===== config.mk =====
export PLATFORM = sky130hd
export DESIGN_NAME = velocity_ramp_with_stall_monitor_unit
export DESIGN_NICKNAME = d
export VERILOG_FILES = /design/src/vrsm_pkg.sv /design/src/vrsm_cfg_regs.sv /design/src/vrsm_core.sv /design/src/velocity_ramp_with_stall_monitor_unit.sv
export SDC_FILE = /design/constraint.sdc
export NUM_CORES = 2
export LEC_CHECK = 0
export BUFFER_PORTS_ARGS = -buffer_cell sky130_fd_sc_hd__buf_2
export CAP_MARGIN = 0
export CORE_MARGIN = 1.5
export CORE_UTILIZATION = 55
export DETAILED_ROUTE_END_ITERATION = 8
export PLACE_DENSITY = 0.75
export SLEW_MARGIN = 25
export SYNTH_ARGS = -nofsm -noshare
export SYNTH_HDL_FRONTEND = slang
export SYNTH_SLANG_ARGS = --single-unit

===== constraint.sdc =====
create_clock -name clk -period 8.7 [get_ports clk]
set_input_delay 0.87 -clock clk [delete_from_list [all_inputs] [get_ports clk]]
set_output_delay 0.87 -clock clk [all_outputs]
set_load 0.02 [all_outputs]

===== src/vrsm_pkg.sv =====
// ----------------------------------------------------------------------------
// vrsm_pkg: shared types and constants of the velocity ramp / stall monitor
// Request codes, register indexes, reset values and the structs that travel
// between the register file, the step core and the top level.
// ----------------------------------------------------------------------------
package vrsm_pkg;

  // request types
  localparam logic [2:0] REQ_VELOCITY = 3'd0;
  localparam logic [2:0] REQ_TORQUE   = 3'd1;
  localparam logic [2:0] REQ_ESTOP    = 3'd2;
  localparam logic [2:0] REQ_RAMP_TICK = 3'd3;
  localparam logic [2:0] REQ_STATUS   = 3'd4;
  localparam logic [2:0] REQ_MS_TICK  = 3'd5;

  // register indexes
  localparam logic [2:0] CFG_MAX_VELOCITY     = 3'd0;
  localparam logic [2:0] CFG_MAX_TORQUE       = 3'd1;
  localparam logic [2:0] CFG_RAMP_STEP        = 3'd2;
  localparam logic [2:0] CFG_STALL_MIN_TARGET = 3'd3;
  localparam logic [2:0] CFG_STALL_SETTLE_MS  = 3'd4;
  localparam logic [2:0] CFG_STALL_RATIO_PCT  = 3'd5;
  localparam logic [2:0] CFG_RAMP_ENABLE      = 3'd6;
  localparam logic [2:0] CFG_STALL_ENABLE     = 3'd7;

  // register reset values
  localparam logic [30:0] RST_MAX_VELOCITY     = 31'd100000;
  localparam logic [14:0] RST_MAX_TORQUE       = 15'd2000;
  localparam logic [30:0] RST_RAMP_STEP        = 31'd1000;
  localparam logic [30:0] RST_STALL_MIN_TARGET = 31'd1000;
  localparam logic [19:0] RST_STALL_SETTLE_MS  = 20'd5000;
  localparam logic [6:0]  RST_STALL_RATIO_PCT  = 7'd60;

  typedef struct packed {
    logic [30:0] max_velocity;
    logic [14:0] max_torque;
    logic [30:0] ramp_step;
    logic [30:0] stall_min_target;
    logic [19:0] stall_settle_ms;
    logic [6:0]  stall_ratio_pct;
    logic        ramp_enable;
    logic        stall_enable;
  } cfg_t;

  typedef struct packed {
    logic [2:0]         req_type;
    logic signed [31:0] command_value;
    logic signed [31:0] actual_velocity;
  } item_t;

  typedef struct packed {
    logic               write_velocity;
    logic signed [31:0] velocity_out;
    logic               write_torque;
    logic signed [15:0] torque_out;
    logic               stop_out;
    logic               hold_out;
    logic               stall_detected;
    logic               target_reached;
    logic               clipped;
    logic               monitor_active;
  } result_t;

endpackage


===== src/vrsm_cfg_regs.sv =====
// ----------------------------------------------------------------------------
// vrsm_cfg_regs: configuration register file
// Eight registers written by index; write data is truncated to each width.
// ----------------------------------------------------------------------------
module vrsm_cfg_regs (
  input  logic                clk,
  input  logic                rst_n,
  input  logic                wr_en,
  input  logic [2:0]          wr_index,
  input  logic [31:0]         wr_data,
  output vrsm_pkg::cfg_t      cfg
);

  vrsm_pkg::cfg_t cfg_r;

  always_ff @(posedge clk) begin
    if (!rst_n) begin
      cfg_r.max_velocity     <= vrsm_pkg::RST_MAX_VELOCITY;
      cfg_r.max_torque       <= vrsm_pkg::RST_MAX_TORQUE;
      cfg_r.ramp_step        <= vrsm_pkg::RST_RAMP_STEP;
      cfg_r.stall_min_target <= vrsm_pkg::RST_STALL_MIN_TARGET;
      cfg_r.stall_settle_ms  <= vrsm_pkg::RST_STALL_SETTLE_MS;
      cfg_r.stall_ratio_pct  <= vrsm_pkg::RST_STALL_RATIO_PCT;
      cfg_r.ramp_enable      <= 1'b1;
      cfg_r.stall_enable     <= 1'b1;
    end else if (wr_en) begin
      unique case (wr_index)
        vrsm_pkg::CFG_MAX_VELOCITY:     cfg_r.max_velocity     <= wr_data[30:0];
        vrsm_pkg::CFG_MAX_TORQUE:       cfg_r.max_torque       <= wr_data[14:0];
        vrsm_pkg::CFG_RAMP_STEP:        cfg_r.ramp_step        <= wr_data[30:0];
        vrsm_pkg::CFG_STALL_MIN_TARGET: cfg_r.stall_min_target <= wr_data[30:0];
        vrsm_pkg::CFG_STALL_SETTLE_MS:  cfg_r.stall_settle_ms  <= wr_data[19:0];
        vrsm_pkg::CFG_STALL_RATIO_PCT:  cfg_r.stall_ratio_pct  <= wr_data[6:0];
        vrsm_pkg::CFG_RAMP_ENABLE:      cfg_r.ramp_enable      <= wr_data[0];
        vrsm_pkg::CFG_STALL_ENABLE:     cfg_r.stall_enable     <= wr_data[0];
        default: ;
      endcase
    end
  end

  assign cfg = cfg_r;

endmodule


===== src/vrsm_core.sv =====
// ----------------------------------------------------------------------------
// vrsm_core: ramp and stall monitor state with its single-pass step logic
// Holds the ramp and monitor state, computes one result per request and
// updates the state when the request is taken.
// ----------------------------------------------------------------------------
module vrsm_core #(
  parameter int VW  = 32,
  parameter int SCW = 20
) (
  input  logic                clk,
  input  logic                rst_n,
  input  logic                en,
  input  vrsm_pkg::cfg_t      cfg,
  input  vrsm_pkg::item_t     item,
  output vrsm_pkg::result_t   res
);

  localparam int CW = (SCW > 20) ? SCW : 20;
  localparam logic [33:0] VWMAX = (34'd1 << (VW - 1)) - 34'd1;

  logic signed [VW-1:0]  cv_r, cv_nxt;
  logic signed [VW-1:0]  tgt_r, tgt_nxt;
  logic signed [VW-1:0]  mt_r, mt_nxt;
  logic                  running_r, running_nxt;
  logic                  armed_r, armed_nxt;
  logic                  latch_r, latch_nxt;
  logic [SCW-1:0]        cnt_r, cnt_nxt;

  logic signed [33:0] vlim, cmd_s, vclamp, tlim, tclamp;
  logic signed [33:0] cv_s, tgt_s, step_s, up_s, dn_s, nx_s, mon_v, mon_abs, mt_s;
  logic               vel_hi, vel_lo, tq_hi, tq_lo, at_tgt, low_speed;
  logic signed [32:0] act_s;
  logic [32:0]        act_abs;
  logic [33:0]        mt_abs;
  logic [39:0]        act_inc, lhs, rhs;
  logic               settled, stall_hit;
  logic               do_start;

  // velocity limit is also bounded by the storage width
  assign vlim   = ({3'b0, cfg.max_velocity} < VWMAX) ? {3'b0, cfg.max_velocity} : VWMAX;
  assign cmd_s  = 34'(item.command_value);
  assign vel_hi = cmd_s > vlim;
  assign vel_lo = cmd_s < -vlim;
  assign vclamp = vel_hi ? vlim : (vel_lo ? -vlim : cmd_s);

  assign tlim   = {19'b0, cfg.max_torque};
  assign tq_hi  = cmd_s > tlim;
  assign tq_lo  = cmd_s < -tlim;
  assign tclamp = tq_hi ? tlim : (tq_lo ? -tlim : cmd_s);

  // one ramp step, never past the target
  assign cv_s   = 34'(cv_r);
  assign tgt_s  = 34'(tgt_r);
  assign step_s = {3'b0, cfg.ramp_step};
  assign up_s   = cv_s + step_s;
  assign dn_s   = cv_s - step_s;
  assign at_tgt = cv_r == tgt_r;
  assign nx_s   = (cv_s < tgt_s) ? ((up_s > tgt_s) ? tgt_s : up_s)
                                 : ((dn_s < tgt_s) ? tgt_s : dn_s);

  assign mon_v     = (item.req_type == vrsm_pkg::REQ_VELOCITY) ? vclamp
                                                               : (at_tgt ? cv_s : nx_s);
  assign mon_abs   = mon_v[33] ? -mon_v : mon_v;
  assign low_speed = mon_abs < {3'b0, cfg.stall_min_target};

  // |act| < round(|mt| * pct / 100)  <=>  100 * (|act| + 1) <= |mt| * pct + 50
  assign act_s   = 33'(item.actual_velocity);
  assign act_abs = act_s[32] ? 33'(-act_s) : 33'(act_s);
  assign act_inc = 40'(act_abs) + 40'd1;
  assign lhs     = (act_inc << 6) + (act_inc << 5) + (act_inc << 2);
  assign mt_s    = 34'(mt_r);
  assign mt_abs  = mt_s[33] ? 34'(-mt_s) : 34'(mt_s);
  assign rhs     = 40'(mt_abs[31:0]) * 40'(cfg.stall_ratio_pct) + 40'd50;
  assign stall_hit = lhs <= rhs;
  assign settled = CW'(cnt_r) >= CW'(cfg.stall_settle_ms);

  always_comb begin
    cv_nxt      = cv_r;
    tgt_nxt     = tgt_r;
    mt_nxt      = mt_r;
    running_nxt = running_r;
    armed_nxt   = armed_r;
    latch_nxt   = latch_r;
    cnt_nxt     = cnt_r;
    do_start    = 1'b0;
    res         = '0;

    unique case (item.req_type)
      vrsm_pkg::REQ_VELOCITY: begin
        res.clipped = vel_hi | vel_lo;
        armed_nxt   = 1'b0;
        latch_nxt   = 1'b0;
        mt_nxt      = '0;
        if (cfg.ramp_enable) begin
          tgt_nxt     = vclamp[VW-1:0];
          running_nxt = 1'b1;
        end else begin
          cv_nxt             = vclamp[VW-1:0];
          tgt_nxt            = '0;
          running_nxt        = 1'b0;
          res.write_velocity = 1'b1;
          res.velocity_out   = vclamp[31:0];
          res.target_reached = 1'b1;
          do_start           = 1'b1;
        end
      end
      vrsm_pkg::REQ_TORQUE: begin
        cv_nxt           = '0;
        tgt_nxt          = '0;
        running_nxt      = 1'b0;
        armed_nxt        = 1'b0;
        latch_nxt        = 1'b0;
        mt_nxt           = '0;
        res.clipped      = tq_hi | tq_lo;
        res.write_torque = 1'b1;
        res.torque_out   = tclamp[15:0];
      end
      vrsm_pkg::REQ_ESTOP: begin
        cv_nxt       = '0;
        tgt_nxt      = '0;
        running_nxt  = 1'b0;
        armed_nxt    = 1'b0;
        latch_nxt    = 1'b0;
        mt_nxt       = '0;
        res.stop_out = 1'b1;
      end
      vrsm_pkg::REQ_RAMP_TICK: begin
        if (running_r) begin
          if (at_tgt) begin
            running_nxt        = 1'b0;
            res.target_reached = 1'b1;
            do_start           = 1'b1;
          end else begin
            cv_nxt             = nx_s[VW-1:0];
            res.write_velocity = 1'b1;
            res.velocity_out   = nx_s[31:0];
            if (nx_s == tgt_s) begin
              running_nxt        = 1'b0;
              res.target_reached = 1'b1;
              do_start           = 1'b1;
            end
          end
        end
      end
      vrsm_pkg::REQ_STATUS: begin
        if (cfg.stall_enable && armed_r && !latch_r && settled && stall_hit) begin
          latch_nxt    = 1'b1;
          armed_nxt    = 1'b0;
          cv_nxt       = '0;
          tgt_nxt      = '0;
          running_nxt  = 1'b0;
          res.hold_out = 1'b1;
        end
      end
      vrsm_pkg::REQ_MS_TICK: begin
        if (cnt_r != '1) begin
          cnt_nxt = cnt_r + SCW'(1);
        end
      end
      default: ;
    endcase

    // arm (or disarm below the minimum speed) once the target is reached
    if (do_start && cfg.stall_enable) begin
      latch_nxt = 1'b0;
      if (low_speed) begin
        armed_nxt = 1'b0;
        mt_nxt    = '0;
      end else begin
        armed_nxt = 1'b1;
        mt_nxt    = mon_v[VW-1:0];
        cnt_nxt   = '0;
      end
    end

    res.stall_detected = latch_nxt;
    res.monitor_active = armed_nxt;
  end

  always_ff @(posedge clk) begin
    if (!rst_n) begin
      cv_r      <= '0;
      tgt_r     <= '0;
      mt_r      <= '0;
      running_r <= 1'b0;
      armed_r   <= 1'b0;
      latch_r   <= 1'b0;
      cnt_r     <= '0;
    end else if (en) begin
      cv_r      <= cv_nxt;
      tgt_r     <= tgt_nxt;
      mt_r      <= mt_nxt;
      running_r <= running_nxt;
      armed_r   <= armed_nxt;
      latch_r   <= latch_nxt;
      cnt_r     <= cnt_nxt;
    end
  end

endmodule


===== src/velocity_ramp_with_stall_monitor_unit.sv =====
// ----------------------------------------------------------------------------
// velocity_ramp_with_stall_monitor_unit: velocity ramp with stall monitor
// Input register, single-pass step core and result register.
//
//   channel   direction  handshake              payload
//   in_       input      in_valid / in_stall    req_type, command_value, actual_velocity
//   out_      output     out_valid / out_stall  write/velocity/torque/stop/hold/flags
//   cfg_      input      cfg_valid / cfg_ready  cfg_index, cfg_data
//
// One request per cycle while out_stall is low; each request passes both registers.
// The step core updates its state in the cycle a request leaves the input
// register. rst_n is synchronous and clears state, config registers and valids.
// out_stall holds the result register, then the input register, then in_stall.
// in_stall is high and cfg_ready is low while rst_n is low; cfg_ready is
// otherwise always high.
// ----------------------------------------------------------------------------
module velocity_ramp_with_stall_monitor_unit #(
  parameter int VELOCITY_WIDTH       = 32,
  parameter int SETTLE_COUNTER_WIDTH = 20
) (
  input  logic               clk,
  input  logic               rst_n,
  input  logic               in_valid,
  output logic               in_stall,
  input  logic [2:0]         in_req_type,
  input  logic signed [31:0] in_command_value,
  input  logic signed [31:0] in_actual_velocity,
  output logic               out_valid,
  input  logic               out_stall,
  output logic               out_write_velocity,
  output logic signed [31:0] out_velocity_out,
  output logic               out_write_torque,
  output logic signed [15:0] out_torque_out,
  output logic               out_stop_out,
  output logic               out_hold_out,
  output logic               out_stall_detected,
  output logic               out_target_reached,
  output logic               out_clipped,
  output logic               out_monitor_active,
  input  logic               cfg_valid,
  output logic               cfg_ready,
  input  logic [2:0]         cfg_index,
  input  logic [31:0]        cfg_data
);

  vrsm_pkg::cfg_t    cfg;
  vrsm_pkg::item_t   item_r;
  vrsm_pkg::result_t res, res_r;
  logic              in_valid_r, out_valid_r;
  logic              adv, fire, in_load;

  assign cfg_ready = rst_n;

  vrsm_cfg_regs u_cfg (
    .clk      (clk),
    .rst_n    (rst_n),
    .wr_en    (cfg_valid),
    .wr_index (cfg_index),
    .wr_data  (cfg_data),
    .cfg      (cfg)
  );

  assign adv     = !out_valid_r || !out_stall;
  assign fire    = in_valid_r && adv;
  assign in_load = !in_valid_r || adv;
  assign in_stall = !rst_n || !in_load;

  always_ff @(posedge clk) begin
    if (!rst_n) begin
      in_valid_r <= 1'b0;
    end else if (in_load) begin
      in_valid_r <= in_valid;
    end
  end

  always_ff @(posedge clk) begin
    if (in_load && in_valid) begin
      item_r.req_type        <= in_req_type;
      item_r.command_value   <= in_command_value;
      item_r.actual_velocity <= in_actual_velocity;
    end
  end

  vrsm_core #(
    .VW  (VELOCITY_WIDTH),
    .SCW (SETTLE_COUNTER_WIDTH)
  ) u_core (
    .clk   (clk),
    .rst_n (rst_n),
    .en    (fire),
    .cfg   (cfg),
    .item  (item_r),
    .res   (res)
  );

  always_ff @(posedge clk) begin
    if (!rst_n) begin
      out_valid_r <= 1'b0;
    end else if (adv) begin
      out_valid_r <= in_valid_r;
    end
  end

  always_ff @(posedge clk) begin
    if (fire) begin
      res_r <= res;
    end
  end

  assign out_valid          = out_valid_r;
  assign out_write_velocity = res_r.write_velocity;
  assign out_velocity_out   = res_r.velocity_out;
  assign out_write_torque   = res_r.write_torque;
  assign out_torque_out     = res_r.torque_out;
  assign out_stop_out       = res_r.stop_out;
  assign out_hold_out       = res_r.hold_out;
  assign out_stall_detected = res_r.stall_detected;
  assign out_target_reached = res_r.target_reached;
  assign out_clipped        = res_r.clipped;
  assign out_monitor_active = res_r.monitor_active;

endmodule


==> metrics.md <==
| Metric | Value |
|---|---|
| Status | `finished, violations left` |
| Failing checks | `design-rule violations, negative setup slack` |
| CTS tree | `done` |
| Die area | `0.0759 sq mm` |
| Worst setup path class | `reg -> reg` |
| Synth Warn # | `0` |
| Clock sink count | `381` |
| Post-Syn Area | `0.0408 sq mm` |
| Period utilization | `110%` |
| Post-layout min period | `9.61 ns` |
| Synth Register Bits | `381` |
| Total CTS buffers | `44` |
| Total Wirelength | `166 mm` |
| Register area share after synthesis | `21.7%` |
| TNS Setup | `-78.49 ns` |
| Area Growth Syn to Fin | `31.4%` |
| Syn avg cell area | `8.23 sq um` |
| Die Width | `276 um` |
| RSZ-0062 raised after global routing | `true` |
| # setup viols final | `122` |
| Count of input and output buffers | `164` |
| Max-Cap Viols | `0` |
| Clock Skew | `0.0324 ns` |
| Clock Tree Root | `clkbuf_16` |
| Initial Utilization | `55.8%` |
| Register area | `0.00887 sq mm` |
| Core Box Area | `0.0732 sq mm` |
| Worst-path maximum fanout | `8` |
| Die Ht | `276 um` |
| Filler cells | `5494` |
| CP Data Arrival Time | `10.08 ns` |
| Worst hold path type | `in -> reg` |
| DR vias | `43101` |
| Layout cells sized above 1 | `26.9%` |
| Slew HR | `14.2%` |
| Antenna violations before repair | `2` |
| Worst vdd rail ir drop | `0.178 mV` |
| Final Hold Fails | `0` |
| Critical Path Slowest Stage Cell | `fa_1` |
| Pin count of the biggest net entering global routing | `68` |
| Mapped Cells | `4965` |
| Overall Global Routing Usage | `41.1%` |
| Commonest cells after routing, fill and taps aside | `buf_4, nand2_1, inv_1` |
| DP Area | `0.0484 sq mm` |
| Area of the multi-input gates | `0.0317 sq mm` |
| Highest cell delay on the worst timing path | `0.53 ns` |
| Total gr overflow | `0` |
| Required @ worst endpoint | `9.18 ns` |
| Netlist cell types | `108` |
| Antenna-violating nets left | `0` |
| Vias/cell | `6.24` |
| Slew at the pin closest to its max-slew limit | `1.29 ns` |
| Pre-antenna DRT Iters | `9` |
| Commonest non-fill, non-tap cell in the layout | `buf_4` |
| Ys flop type | `dfxtp_1` |
| Async SR Flop Fraction | `0%` |
| Post-synth EDFFs | `123` |
| GPL Wtd Cong | `1.08` |
| Pleak | `24.2 nW` |
| DR WL/cell | `24.1 um` |
| DRC viols | `4` |
| Setup ws final | `-0.905 ns` |
| # IOs | `166` |
| Max clock buf depth | `3` |
| Ant. Diodes | `0` |
| Initial DRC Count | `4569` |
| HPWL after detailed placement | `124 mm` |
| Fin cells | `6903` |
| Clk Latency, worst-skew pair | `0.63 ns` |
| Number of global-route vias before repair | `41076` |
| Design Area, Final | `0.0537 sq mm` |
| Pins Over Slew Limit | `0` |
| CP startpoint kind | `flop` |
| PD cells | `196 mW/mm^2` |
| First-pass GRT wire length | `238 mm` |
| Post-layout nets | `6688` |
| Fmax | `104 MHz` |
| Clk pin slew, worst setup/hold paths | `0.06 ns` |
| CP Capture Type | `flop` |
| Row Count | `99` |
| H-tree Lvls | `2` |
| Cell count after placement | `6692` |
==> state kept, by name, summed over array words and instances, names as in the netlist <==
signal	cells
u_core.armed_r	1
out_stall_detected	1
u_core.cv_r	32
out_write_torque	1
u_core.tgt_r	32
out_write_velocity	1
u_core.mt_r	32
u_core.running_r	1
item_r	67
out_hold_out	1
out_velocity_out	32
out_valid	1
out_clipped	1
out_stop_out	1
out_torque_out	16
u_cfg.cfg	137
out_monitor_active	1
out_target_reached	1
in_valid_r	1
u_core.latch_r	1
u_core.cnt_r	20
==> cell usage after synthesis, types with 123 or more instances <==
library cell | number | area share, %
a21oi_1 | 335 | 4.1
clkbuf_1 | 191 | 1.8
dfxtp_1 | 258 | 13
edfxtp_1 | 123 | 9.0
fa_1 | 185 | 9.1
ha_1 | 488 | 15
inv_1 | 517 | 4.8
nand2_1 | 550 | 5.1
nor2_1 | 218 | 2.0
nor2b_1 | 132 | 2.0
o21ai_0 | 208 | 2.5
xnor2_1 | 221 | 4.7
==> critical path: cells and delay by family, from the launching register on <==
kind | cells | cell delay [ns]
xor+xnor | 2 | 0.31
mux | 1 | 0.19
flops | 1 | 0.41
fa+ha+maj | 6 | 2.63
compound gates | 10 | 1.58
simple gates | 15 | 2.96
buf+inv | 9 | 1.36
==> stage by stage <==
step	hold slack [ns]	worst slack (ns)	util (%)	power [mW]
after global placement	0.442	-1.05	66.1	7.12
after floorplan	0.425	0.000357	-	4.93
after global routing	0.414	-1.12	73.3	11.0
final	0.415	-0.905	73.3	10.5
after detailed placement	0.446	-1.32	66.1	7.20
after CTS	0.416	-0.353	70.8	9.61
==> routing by layer <==
metal / vias up / GRT usage, % / wire length, um
li1: 19447 / - / -
met5: - / 0 / 21
met3: 750 / 8.85 / 16500
met1: 20406 / 49.6 / 61200
met2: 2494 / 64.9 / 72900
met4: 4 / 29.9 / 15800
==> final timing paths <==
check                               start                           end  slack, ns  cells after the start
max          u_core.mt_r[14]$_SDFFE_PN0P_  u_core.cv_r[14]$_SDFFE_PN0P_      -0.91                     43
min reg2reg    u_cfg.cfg[49]$_SDFFE_PN0P_    u_cfg.cfg[49]$_SDFFE_PN0P_       0.46                      2
max reg2reg  u_core.mt_r[14]$_SDFFE_PN0P_  u_core.cv_r[14]$_SDFFE_PN0P_      -0.91                     43
min                   in_command_value[1]          item_r[33]$_DFFE_PP_       0.42                      1
==> cell type report <==
class	instances	share of cell area [%]
Multi-Input combinational cell	3853	59.1
Clock inverter	26	0.548
Tap cell	959	2.24
Clock buffer	56	2.29
Timing Repair Buffer	1110	15.7
Inverter	518	3.63
Sequential cell	381	16.5
==> kinds of logic after synthesis <==
logic type	share of synthesized area, %
simple gates	19.4
compound gates	20.2
buf+inv	6.87
fa+ha+maj	24.0
flops	21.7
xor+xnor	6.59
mux	1.29
other cells	0.0184
==> what timing repair did <==
action                                  CTS  global route
gates resized for setup                 230           264
hold buffers                              0             0
endpoints found under the setup margin  122           122
pin swaps                               123           153
setup buffers                            85            41
cloned                                    2             6
==> power by group <==
group | leakage [nW] | total, mW | switching, mW | internal (mW)
Sequential | 3.28 | 1.97 | 0.0742 | 1.89
Clock | 0.740 | 2.01 | 0.854 | 1.16
Combinational | 20.2 | 6.54 | 3.49 | 3.05
Total | 24.2 | 10.5 | 4.42 | 6.10
Note: power is estimated with default switching activity, not from simulation.
